[config.mk]
export PLATFORM = sky130hd
export DESIGN_NAME = rgb_yuv_luma_shift_core_flat
export DESIGN_NICKNAME = d
export VERILOG_FILES = /design/src/rys_pkg.sv /design/src/rys_if.sv /design/src/rys_cfg.sv /design/src/rys_fwd.sv /design/src/rys_back.sv /design/src/rgb_yuv_luma_shift_core.sv /design/src/flat_wrapper.sv
export VERILOG_INCLUDE_DIRS = /design/src /design/src/src
export SDC_FILE = /design/constraint.sdc
export NUM_CORES = 2
export LEC_CHECK = 0
export BUFFER_PORTS_ARGS = -buffer_cell sky130_fd_sc_hd__buf_2
export CAP_MARGIN = 5
export CORE_ASPECT_RATIO = 0.5
export CORE_UTILIZATION = 40
export DETAILED_ROUTE_END_ITERATION = 16
export GPL_ROUTABILITY_DRIVEN = 0
export SYNTH_ARGS = -nofsm -noshare
export SYNTH_HDL_FRONTEND = slang
export SYNTH_SLANG_ARGS = --single-unit
[constraint.sdc]
create_clock -name clk_i -period 13 [get_ports clk_i]
set_input_delay 1.3 -clock clk_i [delete_from_list [all_inputs] [get_ports clk_i]]
set_output_delay 1.3 -clock clk_i [all_outputs]
set_load 0.02 [all_outputs]
[src/rgb_yuv_luma_shift_core_defines.svh]
// assertion macros for the rgb yuv luma shift core
`ifndef RGB_YUV_LUMA_SHIFT_CORE_DEFINES_SVH
`define RGB_YUV_LUMA_SHIFT_CORE_DEFINES_SVH

`ifndef SYNTHESIS

`define RYS_ASSERT(lbl, clk, rstn, prop) \
  lbl: assert property (@(posedge clk) disable iff (!rstn) prop) \
    else $error("rys assertion failed");

`define RYS_ASSERT_IMP(lbl, clk, rstn, ante, cons) \
  lbl: assert property (@(posedge clk) disable iff (!rstn) (ante) |-> (cons)) \
    else $error("rys implication failed");

`else

`define RYS_ASSERT(lbl, clk, rstn, prop)

`define RYS_ASSERT_IMP(lbl, clk, rstn, ante, cons)

`endif

`endif

[src/rys_pkg.sv]
// shared constants, types and helpers for the rgb yuv luma shift core
`timescale 1ns / 1ps
`default_nettype none

package rys_pkg;

  localparam int COEF_FRAC_BITS = 12;
  localparam int CH_W           = 8;
  localparam int YUV_W          = 14;
  localparam int YS_W           = 15;
  localparam int OFS_W          = 13;
  localparam int CLAMP_W        = 16;

  localparam logic [0:0] REG_LUMA_OFFSET = 1'b0;

  typedef struct packed {
    logic                    valid;
    logic signed [YUV_W-1:0] y;
    logic signed [YUV_W-1:0] u;
    logic signed [YUV_W-1:0] v;
  } yuv_t;

  function automatic int milli_to_coef(input int m, input int f);
    milli_to_coef = ((m << f) + 500) / 1000;
  endfunction

  function automatic logic [CH_W-1:0] clamp_byte(input logic signed [CLAMP_W-1:0] val);
    if (val < 0) begin
      clamp_byte = '0;
    end else if (val > 255) begin
      clamp_byte = '1;
    end else begin
      clamp_byte = val[CH_W-1:0];
    end
  endfunction

endpackage

`default_nettype wire

[src/rys_if.sv]
// pixel input and result output channel interfaces
`timescale 1ns / 1ps
`default_nettype none

interface rys_pix_if;
  logic       valid;
  logic       ready;
  logic [7:0] red_in;
  logic [7:0] green_in;
  logic [7:0] blue_in;

  modport source (output valid, output red_in, output green_in, output blue_in,
                  input ready);
  modport sink (input valid, input red_in, input green_in, input blue_in,
                output ready);
endinterface

interface rys_res_if;
  logic       valid;
  logic       ready;
  logic [7:0] gray_out;
  logic [7:0] red_out;
  logic [7:0] green_out;
  logic [7:0] blue_out;

  modport source (output valid, output gray_out, output red_out, output green_out,
                  output blue_out, input ready);
  modport sink (input valid, input gray_out, input red_out, input green_out,
                input blue_out, output ready);
endinterface

`default_nettype wire

[src/rys_cfg.sv]
// apb register holding the luma offset
`timescale 1ns / 1ps
`default_nettype none

module rys_cfg
  import rys_pkg::*;
(
  input  wire logic                    clk_i,
  input  wire logic                    rst_ni,
  input  wire logic                    psel,
  input  wire logic                    penable,
  input  wire logic                    pwrite,
  input  wire logic [2:0]              paddr,
  input  wire logic [31:0]             pwdata,
  output logic      [31:0]             prdata,
  output logic                         pready,
  output logic signed [OFS_W-1:0]      luma_offset_o
);

  logic signed [OFS_W-1:0] ofs_q, ofs_d;
  logic                    wr_en;

  assign pready = 1'b1;
  assign wr_en  = psel && penable && pwrite && (paddr[2] == REG_LUMA_OFFSET);

  always_comb begin
    ofs_d = ofs_q;
    if (wr_en) begin
      ofs_d = pwdata[OFS_W-1:0];
    end
  end

  always_ff @(posedge clk_i or negedge rst_ni) begin
    if (!rst_ni) begin
      ofs_q <= '0;
    end else begin
      ofs_q <= ofs_d;
    end
  end

  always_comb begin
    prdata = '0;
    if (paddr[2] == REG_LUMA_OFFSET) begin
      prdata = 32'(ofs_q);
    end
  end

  assign luma_offset_o = ofs_q;

endmodule

`default_nettype wire

[src/rys_fwd.sv]
// first stage: rgb to yuv with four fractional bits
`timescale 1ns / 1ps
`default_nettype none

module rys_fwd
  import rys_pkg::*;
#(
  parameter int CoefFracBits = COEF_FRAC_BITS
) (
  input  wire logic            clk_i,
  input  wire logic            rst_ni,
  input  wire logic            en_i,
  input  wire logic            valid_i,
  input  wire logic [CH_W-1:0] red_i,
  input  wire logic [CH_W-1:0] green_i,
  input  wire logic [CH_W-1:0] blue_i,
  output yuv_t                 yuv_o
);

  localparam int FW    = CoefFracBits + 14;
  localparam int DownSh = CoefFracBits - 4;

  localparam logic signed [FW-1:0] C299 = FW'(milli_to_coef(299, CoefFracBits));
  localparam logic signed [FW-1:0] C587 = FW'(milli_to_coef(587, CoefFracBits));
  localparam logic signed [FW-1:0] C114 = FW'(milli_to_coef(114, CoefFracBits));
  localparam logic signed [FW-1:0] C147 = FW'(milli_to_coef(147, CoefFracBits));
  localparam logic signed [FW-1:0] C289 = FW'(milli_to_coef(289, CoefFracBits));
  localparam logic signed [FW-1:0] C436 = FW'(milli_to_coef(436, CoefFracBits));
  localparam logic signed [FW-1:0] C615 = FW'(milli_to_coef(615, CoefFracBits));
  localparam logic signed [FW-1:0] C515 = FW'(milli_to_coef(515, CoefFracBits));
  localparam logic signed [FW-1:0] C100 = FW'(milli_to_coef(100, CoefFracBits));

  logic signed [FW-1:0] r_s, g_s, b_s;
  logic signed [FW-1:0] sum_y, sum_u, sum_v;
  logic signed [FW-1:0] sh_y, sh_u, sh_v;
  yuv_t                 yuv_q, yuv_d;

  assign r_s = FW'($signed({1'b0, red_i}));
  assign g_s = FW'($signed({1'b0, green_i}));
  assign b_s = FW'($signed({1'b0, blue_i}));

  assign sum_y = C299 * r_s + C587 * g_s + C114 * b_s;
  assign sum_u = C436 * b_s - C147 * r_s - C289 * g_s;
  assign sum_v = C615 * r_s - C515 * g_s - C100 * b_s;

  // arithmetic shift floors toward minus infinity
  assign sh_y = sum_y >>> DownSh;
  assign sh_u = sum_u >>> DownSh;
  assign sh_v = sum_v >>> DownSh;

  always_comb begin
    yuv_d.valid = valid_i;
    yuv_d.y     = sh_y[YUV_W-1:0];
    yuv_d.u     = sh_u[YUV_W-1:0];
    yuv_d.v     = sh_v[YUV_W-1:0];
  end

  always_ff @(posedge clk_i or negedge rst_ni) begin
    if (!rst_ni) begin
      yuv_q <= '0;
    end else if (en_i) begin
      yuv_q <= yuv_d;
    end
  end

  assign yuv_o = yuv_q;

endmodule

`default_nettype wire

[src/rys_back.sv]
// second and third stages: luma shift, chroma products, yuv to rgb and clamp
`timescale 1ns / 1ps
`default_nettype none

module rys_back
  import rys_pkg::*;
#(
  parameter int CoefFracBits = COEF_FRAC_BITS
) (
  input  wire logic                    clk_i,
  input  wire logic                    rst_ni,
  input  wire logic                    en_i,
  input  wire yuv_t                    yuv_i,
  input  wire logic signed [OFS_W-1:0] luma_offset_i,
  output logic                         valid_o,
  output logic        [CH_W-1:0]       gray_o,
  output logic        [CH_W-1:0]       red_o,
  output logic        [CH_W-1:0]       green_o,
  output logic        [CH_W-1:0]       blue_o
);

  localparam int PW     = CoefFracBits + 18;
  localparam int BW     = CoefFracBits + 20;
  localparam int BackSh = CoefFracBits + 4;

  localparam logic signed [PW-1:0] C1139 = PW'(milli_to_coef(1139, CoefFracBits));
  localparam logic signed [PW-1:0] C395  = PW'(milli_to_coef(395, CoefFracBits));
  localparam logic signed [PW-1:0] C581  = PW'(milli_to_coef(581, CoefFracBits));
  localparam logic signed [PW-1:0] C2032 = PW'(milli_to_coef(2032, CoefFracBits));

  logic signed [PW-1:0]      u_s, v_s;
  logic signed [YUV_W-1:0]   gray_sh;

  logic                      v2_q;
  logic signed [YS_W-1:0]    ys_q, ys_d;
  logic        [CH_W-1:0]    gray2_q, gray2_d;
  logic signed [PW-1:0]      pr_q, pr_d, pg_q, pg_d, pb_q, pb_d;

  logic signed [BW-1:0]      ybase, sum_r, sum_g, sum_b;
  logic signed [BW-1:0]      sh_r, sh_g, sh_b;

  logic                      v3_q;
  logic        [CH_W-1:0]    gray3_q, red3_q, green3_q, blue3_q;
  logic        [CH_W-1:0]    red3_d, green3_d, blue3_d;

  // stage two
  assign u_s     = PW'(yuv_i.u);
  assign v_s     = PW'(yuv_i.v);
  assign gray_sh = yuv_i.y >>> 4;

  assign ys_d    = YS_W'(yuv_i.y) + YS_W'(luma_offset_i);
  assign gray2_d = clamp_byte(CLAMP_W'(gray_sh));
  assign pr_d    = C1139 * v_s;
  assign pg_d    = -(C395 * u_s) - C581 * v_s;
  assign pb_d    = C2032 * u_s;

  // stage three
  assign ybase = BW'(ys_q) <<< CoefFracBits;
  assign sum_r = ybase + BW'(pr_q);
  assign sum_g = ybase + BW'(pg_q);
  assign sum_b = ybase + BW'(pb_q);
  assign sh_r  = sum_r >>> BackSh;
  assign sh_g  = sum_g >>> BackSh;
  assign sh_b  = sum_b >>> BackSh;

  assign red3_d   = clamp_byte(sh_r[CLAMP_W-1:0]);
  assign green3_d = clamp_byte(sh_g[CLAMP_W-1:0]);
  assign blue3_d  = clamp_byte(sh_b[CLAMP_W-1:0]);

  always_ff @(posedge clk_i or negedge rst_ni) begin
    if (!rst_ni) begin
      v2_q <= 1'b0;
      v3_q <= 1'b0;
    end else if (en_i) begin
      v2_q <= yuv_i.valid;
      v3_q <= v2_q;
    end
  end

  always_ff @(posedge clk_i) begin
    if (en_i) begin
      ys_q     <= ys_d;
      gray2_q  <= gray2_d;
      pr_q     <= pr_d;
      pg_q     <= pg_d;
      pb_q     <= pb_d;
      gray3_q  <= gray2_q;
      red3_q   <= red3_d;
      green3_q <= green3_d;
      blue3_q  <= blue3_d;
    end
  end

  assign valid_o = v3_q;
  assign gray_o  = gray3_q;
  assign red_o   = red3_q;
  assign green_o = green3_q;
  assign blue_o  = blue3_q;

endmodule

`default_nettype wire

[src/rgb_yuv_luma_shift_core.sv]
// top level of the rgb yuv luma shift core
//
//   channel   dir   protocol      payload
//   pix_i     in    valid/ready   red_in, green_in, blue_in
//   res_o     out   valid/ready   gray_out, red_out, green_out, blue_out
//   apb       in    apb write     luma_offset at byte address 0
//
// one item per cycle sustained unless the output register holds an untaken item
// stages: the yuv stage, the chroma product stage and the output stage
// all stages advance together unless the output register holds an untaken item
// a stall freezes every stage, so nothing is lost or repeated
// reset clears the valid bits and the luma offset, no clearing pass
`timescale 1ns / 1ps
`default_nettype none
`include "rgb_yuv_luma_shift_core_defines.svh"

module rgb_yuv_luma_shift_core
  import rys_pkg::*;
#(
  parameter int CoefFracBits = COEF_FRAC_BITS
) (
  input  wire logic        clk_i,
  input  wire logic        rst_ni,
  rys_pix_if.sink          pix_i,
  rys_res_if.source        res_o,
  input  wire logic        psel,
  input  wire logic        penable,
  input  wire logic        pwrite,
  input  wire logic [2:0]  paddr,
  input  wire logic [31:0] pwdata,
  output logic      [31:0] prdata,
  output logic             pready
);

  logic                    en;
  logic signed [OFS_W-1:0] luma_offset;
  yuv_t                    yuv;

  assign en          = !res_o.valid || res_o.ready;
  assign pix_i.ready = en;

  rys_cfg u_cfg (
    .clk_i         (clk_i),
    .rst_ni        (rst_ni),
    .psel          (psel),
    .penable       (penable),
    .pwrite        (pwrite),
    .paddr         (paddr),
    .pwdata        (pwdata),
    .prdata        (prdata),
    .pready        (pready),
    .luma_offset_o (luma_offset)
  );

  rys_fwd #(
    .CoefFracBits (CoefFracBits)
  ) u_fwd (
    .clk_i   (clk_i),
    .rst_ni  (rst_ni),
    .en_i    (en),
    .valid_i (pix_i.valid),
    .red_i   (pix_i.red_in),
    .green_i (pix_i.green_in),
    .blue_i  (pix_i.blue_in),
    .yuv_o   (yuv)
  );

  rys_back #(
    .CoefFracBits (CoefFracBits)
  ) u_back (
    .clk_i         (clk_i),
    .rst_ni        (rst_ni),
    .en_i          (en),
    .yuv_i         (yuv),
    .luma_offset_i (luma_offset),
    .valid_o       (res_o.valid),
    .gray_o        (res_o.gray_out),
    .red_o         (res_o.red_out),
    .green_o       (res_o.green_out),
    .blue_o        (res_o.blue_out)
  );

  `RYS_ASSERT_IMP(a_no_accept_on_stall, clk_i, rst_ni, res_o.valid && !res_o.ready, !pix_i.ready)
  `RYS_ASSERT(a_item_arrives, clk_i, rst_ni, (pix_i.valid && pix_i.ready) ##1 pix_i.ready ##1 pix_i.ready |=> res_o.valid)
  `RYS_ASSERT_IMP(a_rise_needs_advance, clk_i, rst_ni, $rose(res_o.valid), $past(pix_i.ready))

endmodule

`default_nettype wire
[src/flat_wrapper.sv]
// flat-port wrapper written by rule: the top's interface ports become plain ports
module rgb_yuv_luma_shift_core_flat import rys_pkg::*;
#(
  parameter int CoefFracBits = COEF_FRAC_BITS
)
  (clk_i, rst_ni, psel, penable, pwrite, paddr, pwdata, prdata, pready, pix_i_valid, pix_i_red_in, pix_i_green_in, pix_i_blue_in, pix_i_ready, res_o_valid, res_o_gray_out, res_o_red_out, res_o_green_out, res_o_blue_out, res_o_ready);
  rys_pix_if pix_i_i ();
  rys_res_if res_o_i ();
  input  wire logic clk_i;
  input  wire logic rst_ni;
  input  wire logic psel;
  input  wire logic penable;
  input  wire logic pwrite;
  input  wire logic [2:0] paddr;
  input  wire logic [31:0] pwdata;
  output logic      [31:0] prdata;
  output logic pready;
  input wire logic [$bits(pix_i_i.valid)-1:0] pix_i_valid;
  input wire logic [$bits(pix_i_i.red_in)-1:0] pix_i_red_in;
  input wire logic [$bits(pix_i_i.green_in)-1:0] pix_i_green_in;
  input wire logic [$bits(pix_i_i.blue_in)-1:0] pix_i_blue_in;
  output wire logic [$bits(pix_i_i.ready)-1:0] pix_i_ready;
  output wire logic [$bits(res_o_i.valid)-1:0] res_o_valid;
  output wire logic [$bits(res_o_i.gray_out)-1:0] res_o_gray_out;
  output wire logic [$bits(res_o_i.red_out)-1:0] res_o_red_out;
  output wire logic [$bits(res_o_i.green_out)-1:0] res_o_green_out;
  output wire logic [$bits(res_o_i.blue_out)-1:0] res_o_blue_out;
  input wire logic [$bits(res_o_i.ready)-1:0] res_o_ready;
  assign pix_i_i.valid = pix_i_valid;
  assign pix_i_i.red_in = pix_i_red_in;
  assign pix_i_i.green_in = pix_i_green_in;
  assign pix_i_i.blue_in = pix_i_blue_in;
  assign pix_i_ready = pix_i_i.ready;
  assign res_o_valid = res_o_i.valid;
  assign res_o_gray_out = res_o_i.gray_out;
  assign res_o_red_out = res_o_i.red_out;
  assign res_o_green_out = res_o_i.green_out;
  assign res_o_blue_out = res_o_i.blue_out;
  assign res_o_i.ready = res_o_ready;
  rgb_yuv_luma_shift_core #(.CoefFracBits(CoefFracBits)) u_core (.clk_i(clk_i), .rst_ni(rst_ni), .pix_i(pix_i_i), .res_o(res_o_i), .psel(psel), .penable(penable), .pwrite(pwrite), .paddr(paddr), .pwdata(pwdata), .prdata(prdata), .pready(pready));
endmodule
Word level (Yosys, flattened, before mapping)
Cells that the tools add are included.

$add $sub $neg: 12. $mul: 13. Magnitude comparators: 8. Mux-type cells: 5. Bitwise logic cells: 1. Reductions and logical operators: 5.

Operators with widths (count): adder 27 x 28 -> 29 bit (2); subtractor 20 x 20 -> 21 bit (2); multiplier 12 x 8 -> 20 bit, first input constant (2); multiplier 10 x 8 -> 18 bit, first input constant (2); multiplier 9 x 8 -> 17 bit, first input constant (2); two-way mux 32 bit (1); two-way mux 8 bit (4); adder 27 x 30 -> 31 bit (1); negator 25 -> 30 bit (1); subtractor 30 x 27 -> 30 bit (1); multiplier 14 x 14 -> 28 bit, first input constant (1); multiplier 15 x 13 -> 28 bit, first input constant (1); greater-than comparator 13 x 9 -> 1 bit, second input constant (2); less-than comparator 13 x 1 -> 1 bit, second input constant (2); multiplier 11 x 14 -> 25 bit, first input constant (1); multiplier 11 x 13 -> 24 bit, first input constant (1); adder 22 x 18 -> 22 bit (1); subtractor 21 x 18 -> 22 bit (1); adder 19 x 20 -> 21 bit (1); subtractor 19 x 18 -> 20 bit (1); multiplier 11 x 8 -> 19 bit, first input constant (1); multiplier 8 x 8 -> 16 bit, first input constant (1); adder 14 x 13 -> 15 bit (1); greater-than comparator 15 x 9 -> 1 bit, second input constant (1); other kinds (8) (10).

Flip-flop bits (word level): 198. Input port bits: 66. Output and inout port bits: 67.

Depth between registers and ports, before layout
Depth in word-level cells: 3. Depth in mapped cells: 33. Depth with buffers taken out: 33.

Cells and area by module
From an unflattened synthesis, not the netlist that was laid out.

Cell total of the unflattened synthesis: 3394. Area, all modules: 33129.3 sq um.

By module, submodules not included: rys_back (times used 1, cells each 1753, area each 17296.6 sq um, seq. area each 3233.1 sq um); rys_fwd (times used 1, cells each 1577, area each 15039.4 sq um, seq. area each 1026.0 sq um); rys_cfg (times used 1, cells each 63, area each 787.0 sq um, seq. area each 325.3 sq um); rgb_yuv_luma_shift_core (times used 1, cells each 1, area each 6.3 sq um, seq. area each 0.0 sq um).

Least setup slack after synthesis
Ideal clock, no wire load.

Path kind: input-to-reg. Start point: input pix_i_green_in[6]. End point: register u_core.u_fwd.yuv_q, in the netlist u_core.u_fwd.yuv_o[12]. Arrival time: 7901 ps. Required time: 12869 ps. Path slack: 4967 ps. Cell stages on the path: 28. Cells stage by stage: inv_1 -> fa_1 -> fa_1 -> inv_1 -> fa_1 -> inv_1 -> fa_1 -> inv_1 -> fa_1 -> inv_1 -> fa_1 -> inv_1 -> ha_1 -> o2111ai_1 -> a21oi_1 -> or2_2 -> a21o_1 -> a21o_1 -> xor2_1 -> ha_1 -> nand2_1 -> nand2_1 -> a21o_1 -> a22o_1 -> a2111o_1 -> nor3_1 -> xor2_1 -> o21ai_1.

Longest elaborated chain between the ends: 3.

Ends and longest elaborated chain: start: declaration (line flat_wrapper.sv:20) `input wire logic [$bits(pix_i_i.green_in)-1:0] pix_i_green_in;`; multiplier 12 x 8 -> 20 bit (line rys_fwd.sv:44) `assign sum_v = C615 * r_s - C515 * g_s - C100 * b_s;`; subtractor 20 x 20 -> 21 bit (line rys_fwd.sv:44); subtractor 21 x 18 -> 22 bit (line rys_fwd.sv:44); end signal: assignment (line rys_fwd.sv:62) `yuv_q <= yuv_d;`; end: declaration (line rys_fwd.sv:36) `yuv_t yuv_q, yuv_d;`.

Every way passes these cells. A chain may end at the register's enable or synchronous reset.

Final worst setup path
Start point: input pix_i_green_in[1]. End point: register u_core.u_fwd.yuv_q, in the netlist u_core.u_fwd.yuv_o[41].

Longest elaborated chain between the ends: 3.

Ends and longest elaborated chain: multiplier 10 x 8 -> 18 bit (line rys_fwd.sv:42) `assign sum_y = C299 * r_s + C587 * g_s + C114 * b_s;`; adder 19 x 20 -> 21 bit (line rys_fwd.sv:42); adder 22 x 18 -> 22 bit (line rys_fwd.sv:42).

Every way passes these cells.

==> reports/qor.csv <==
stage;metric;value;unit
timing;layout_min_cycle_time;8.50;ns
clocking;cts_tree;done;
floorplanning;top_level_ports;133;
min_path;min_path_type;register to register;
final_layout;area_delta_synth_final;7.12;%
clocking;clockBufferDepth;2;
synth;ys_seq_elements;162;
final_layout;stdcell_area;35500;sq um
global_route;grt_max_degree;72;
floorplanning;start_util;40.5;%
route;drt-wirelength-per-cell;16.2;um
synth;seq_area_frac_synth;13.8;%
timing;rsz0062_at_grt;false;
clocking;ctsResizeCount;0;
timing;fin_tns_setup;0;ns
timing;worst_hold_slack;0.416;ns
final_layout;mostFrequentLayoutCell;ha_1;
place;place_inst;4687;
timing;hold_viol_final;0;
route;vias_per_cell;5.03;
status;status;finished clean;
clocking;path_clk_slew;0.07;ns
run;drv_cap;0;
critical_path;cp_top_family;adder cells;
clocking;numCtsBuffers;17;
critical_path;critPathLaunchType;input port;
timing;min_period_over_period;65.4;%
clocking;clk_latency;0.48;ns
critical_path;critPathCaptureType;register;
route;drcViolationCount;0;
critical_path;worst-path-max-fanout;13;
critical_path;worst-path-buf-inv;8;
timing;clock_skew;0.0117;ns
synth;synth.avg_cell_area;9.45;sq um
synth;syn_nets;4710;
timing;setup_viol;0;
synth;syn_area;33200;sq um
critical_path;cp.arrival;8.87;ns
route;drt_wl_total;76500;um
synth;yosys_warnings;0;
global_route;grt_pass1_vias;24538;
critical_path;crit_path_max_incr_delay;0.53;ns
final_layout;drive_gt1_share;5.25;%
clocking;cts_setup_buffers;0;
critical_path;crit_top_cell;inv_1;
route;ant_nets;0;
synth;ys.flop_type;edfxtp_1;
clocking;clock-sinks;162;
clocking;h-tree-depth;4;
clocking;holdBufCountCts;0;
global_route;grt_usage;18.9;%
route;vias;23756;
critical_path;slowest_stage;fa_1;
global_route;grt_first_pass_wirelength;126000;um
synth;synth_edf_count;105;
clocking;cts-root-buf;clkbuf_16;
global_route;antenna_found_initial;7;
critical_path;cp.required;13.37;ns
synth;synth_cell_types;88;
route;drt_first_pass_iters;5;
route;first_iter_violations;900;
timing;drv_slew;0;
final_layout;fin_cells;4721;
floorplanning;die_w;409;um
place;dp_hpwl;66800;um
place;port_buffers;110;
critical_path;path_class;input port to register;
final_layout;layout_common_cells;832 x ha_1, 735 x inv_1, 303 x fa_1, 211 x nor2_1, 160 x xnor2_1;
floorplanning;core_area;81800;sq um
global_route;grt.overflow.total;0;
timing;slew_headroom;34.7;%
synth;synth-async-reset-ratio;35.2;%
floorplanning;rows;74;
final_layout;nNetsFinal;4805;
floorplanning;die_h;206;um
synth;syn_inst;3509;
place;placed_area;34900;sq um
timing;fmax;118;MHz
timing;worstMarginPinSlew;0.975;ns
floorplanning;die-area;84200;sq um
## logic make-up after synthesis
family | synth area share (%)
buf+inv | 9.03
compound gates | 11.6
simple gates | 8.49
flops | 13.8
mux | 0.720
xor+xnor | 6.71
fa+ha+maj | 49.7
other cells | 0.0113
## registers in the layout (all words and copies together), names as in the netlist
name	flops
u_core.u_back.pg_q	18
u_core.u_back.red_o	8
u_core.u_back.valid_o	1
u_core.u_back.v2_q	1
u_core.u_back.pb_q	16
u_core.u_cfg.luma_offset_o	13
u_core.u_back.ys_q	15
u_core.u_fwd.yuv_o	42
u_core.u_back.pr_q	16
u_core.u_back.gray_o	8
u_core.u_back.green_o	8
u_core.u_back.blue_o	8
u_core.u_back.gray2_q	8
## path summary, 6_finish.rpt
| check | startpoint | to | slack (ns) | cells after the start |
|---|---|---|---|---|
| worst max-delay path | pix_i_green_in[1] | u_core.u_fwd.yuv_o[41] | 4.50 | 34 |
| worst min-delay path | u_core.u_back.gray2_q[3] | u_core.u_back.gray_o[3] | 0.42 | 0 |
| worst max register to register | u_core.u_fwd.yuv_o[16] | u_core.u_back.pg_q[27] | 5.55 | 22 |
| worst min register to register | u_core.u_back.gray2_q[3] | u_core.u_back.gray_o[3] | 0.42 | 0 |
| max in group asynchronous | rst_ni | u_core.u_fwd.yuv_o[11] | 11.53 | 2 |
| min in group asynchronous | rst_ni | u_core.u_cfg.luma_offset_o[4] | 0.96 | 2 |
## cells in the mapped netlist, drive strengths merged (27+ instances only)
| cell | number | share of area (%) |
|---|---|---|
| a21o | 62 | 1.4 |
| a21oi | 158 | 2.4 |
| dfrtp | 57 | 4.3 |
| edfxtp | 105 | 9.5 |
| fa | 303 | 18 |
| ha | 832 | 31 |
| inv | 736 | 8.3 |
| nand2 | 88 | 1.0 |
| nand3 | 45 | 0.68 |
| nor2 | 211 | 2.4 |
| nor2b | 47 | 0.89 |
| nor3 | 60 | 0.91 |
| o21a | 71 | 1.6 |
| o21ai | 91 | 1.4 |
| o21bai | 27 | 0.61 |
| xnor2 | 160 | 4.2 |
| xor2 | 94 | 2.5 |
## area by class of cell
type,instances,area [sq um]
fill,7922,46300
multi-input combinational,2571,25600
sequential,162,4580
inverter,737,2770
tap,1102,1380
timing repair buffer,115,588
clock buffer,20,479
clock inverter,12,129
antenna,2,5.00
## layer usage
layer  GRT usage, %  part of all wire (%)  vias to the layer above
met5              0                 0.043                        -
li1               -                     -                    11978
met2           32.1                    46                      305
met3           3.85                   4.6                       86
met4           6.32                   2.8                        4
met1           24.0                    46                    11383
## through the flow
step	setup slack (ns)	utilization [%]
6_report	4.50	43.4
5_1_grt	3.95	43.4
4_1_cts	4.51	43.4
3_5_place_dp	4.02	42.7
3_3_place_gp	4.05	42.7
2_1_floorplan	4.97	-
Power is left out: the tool's default activity adds up to more than one toggle a clock period on the data nets, which glitch-free logic cannot reach.
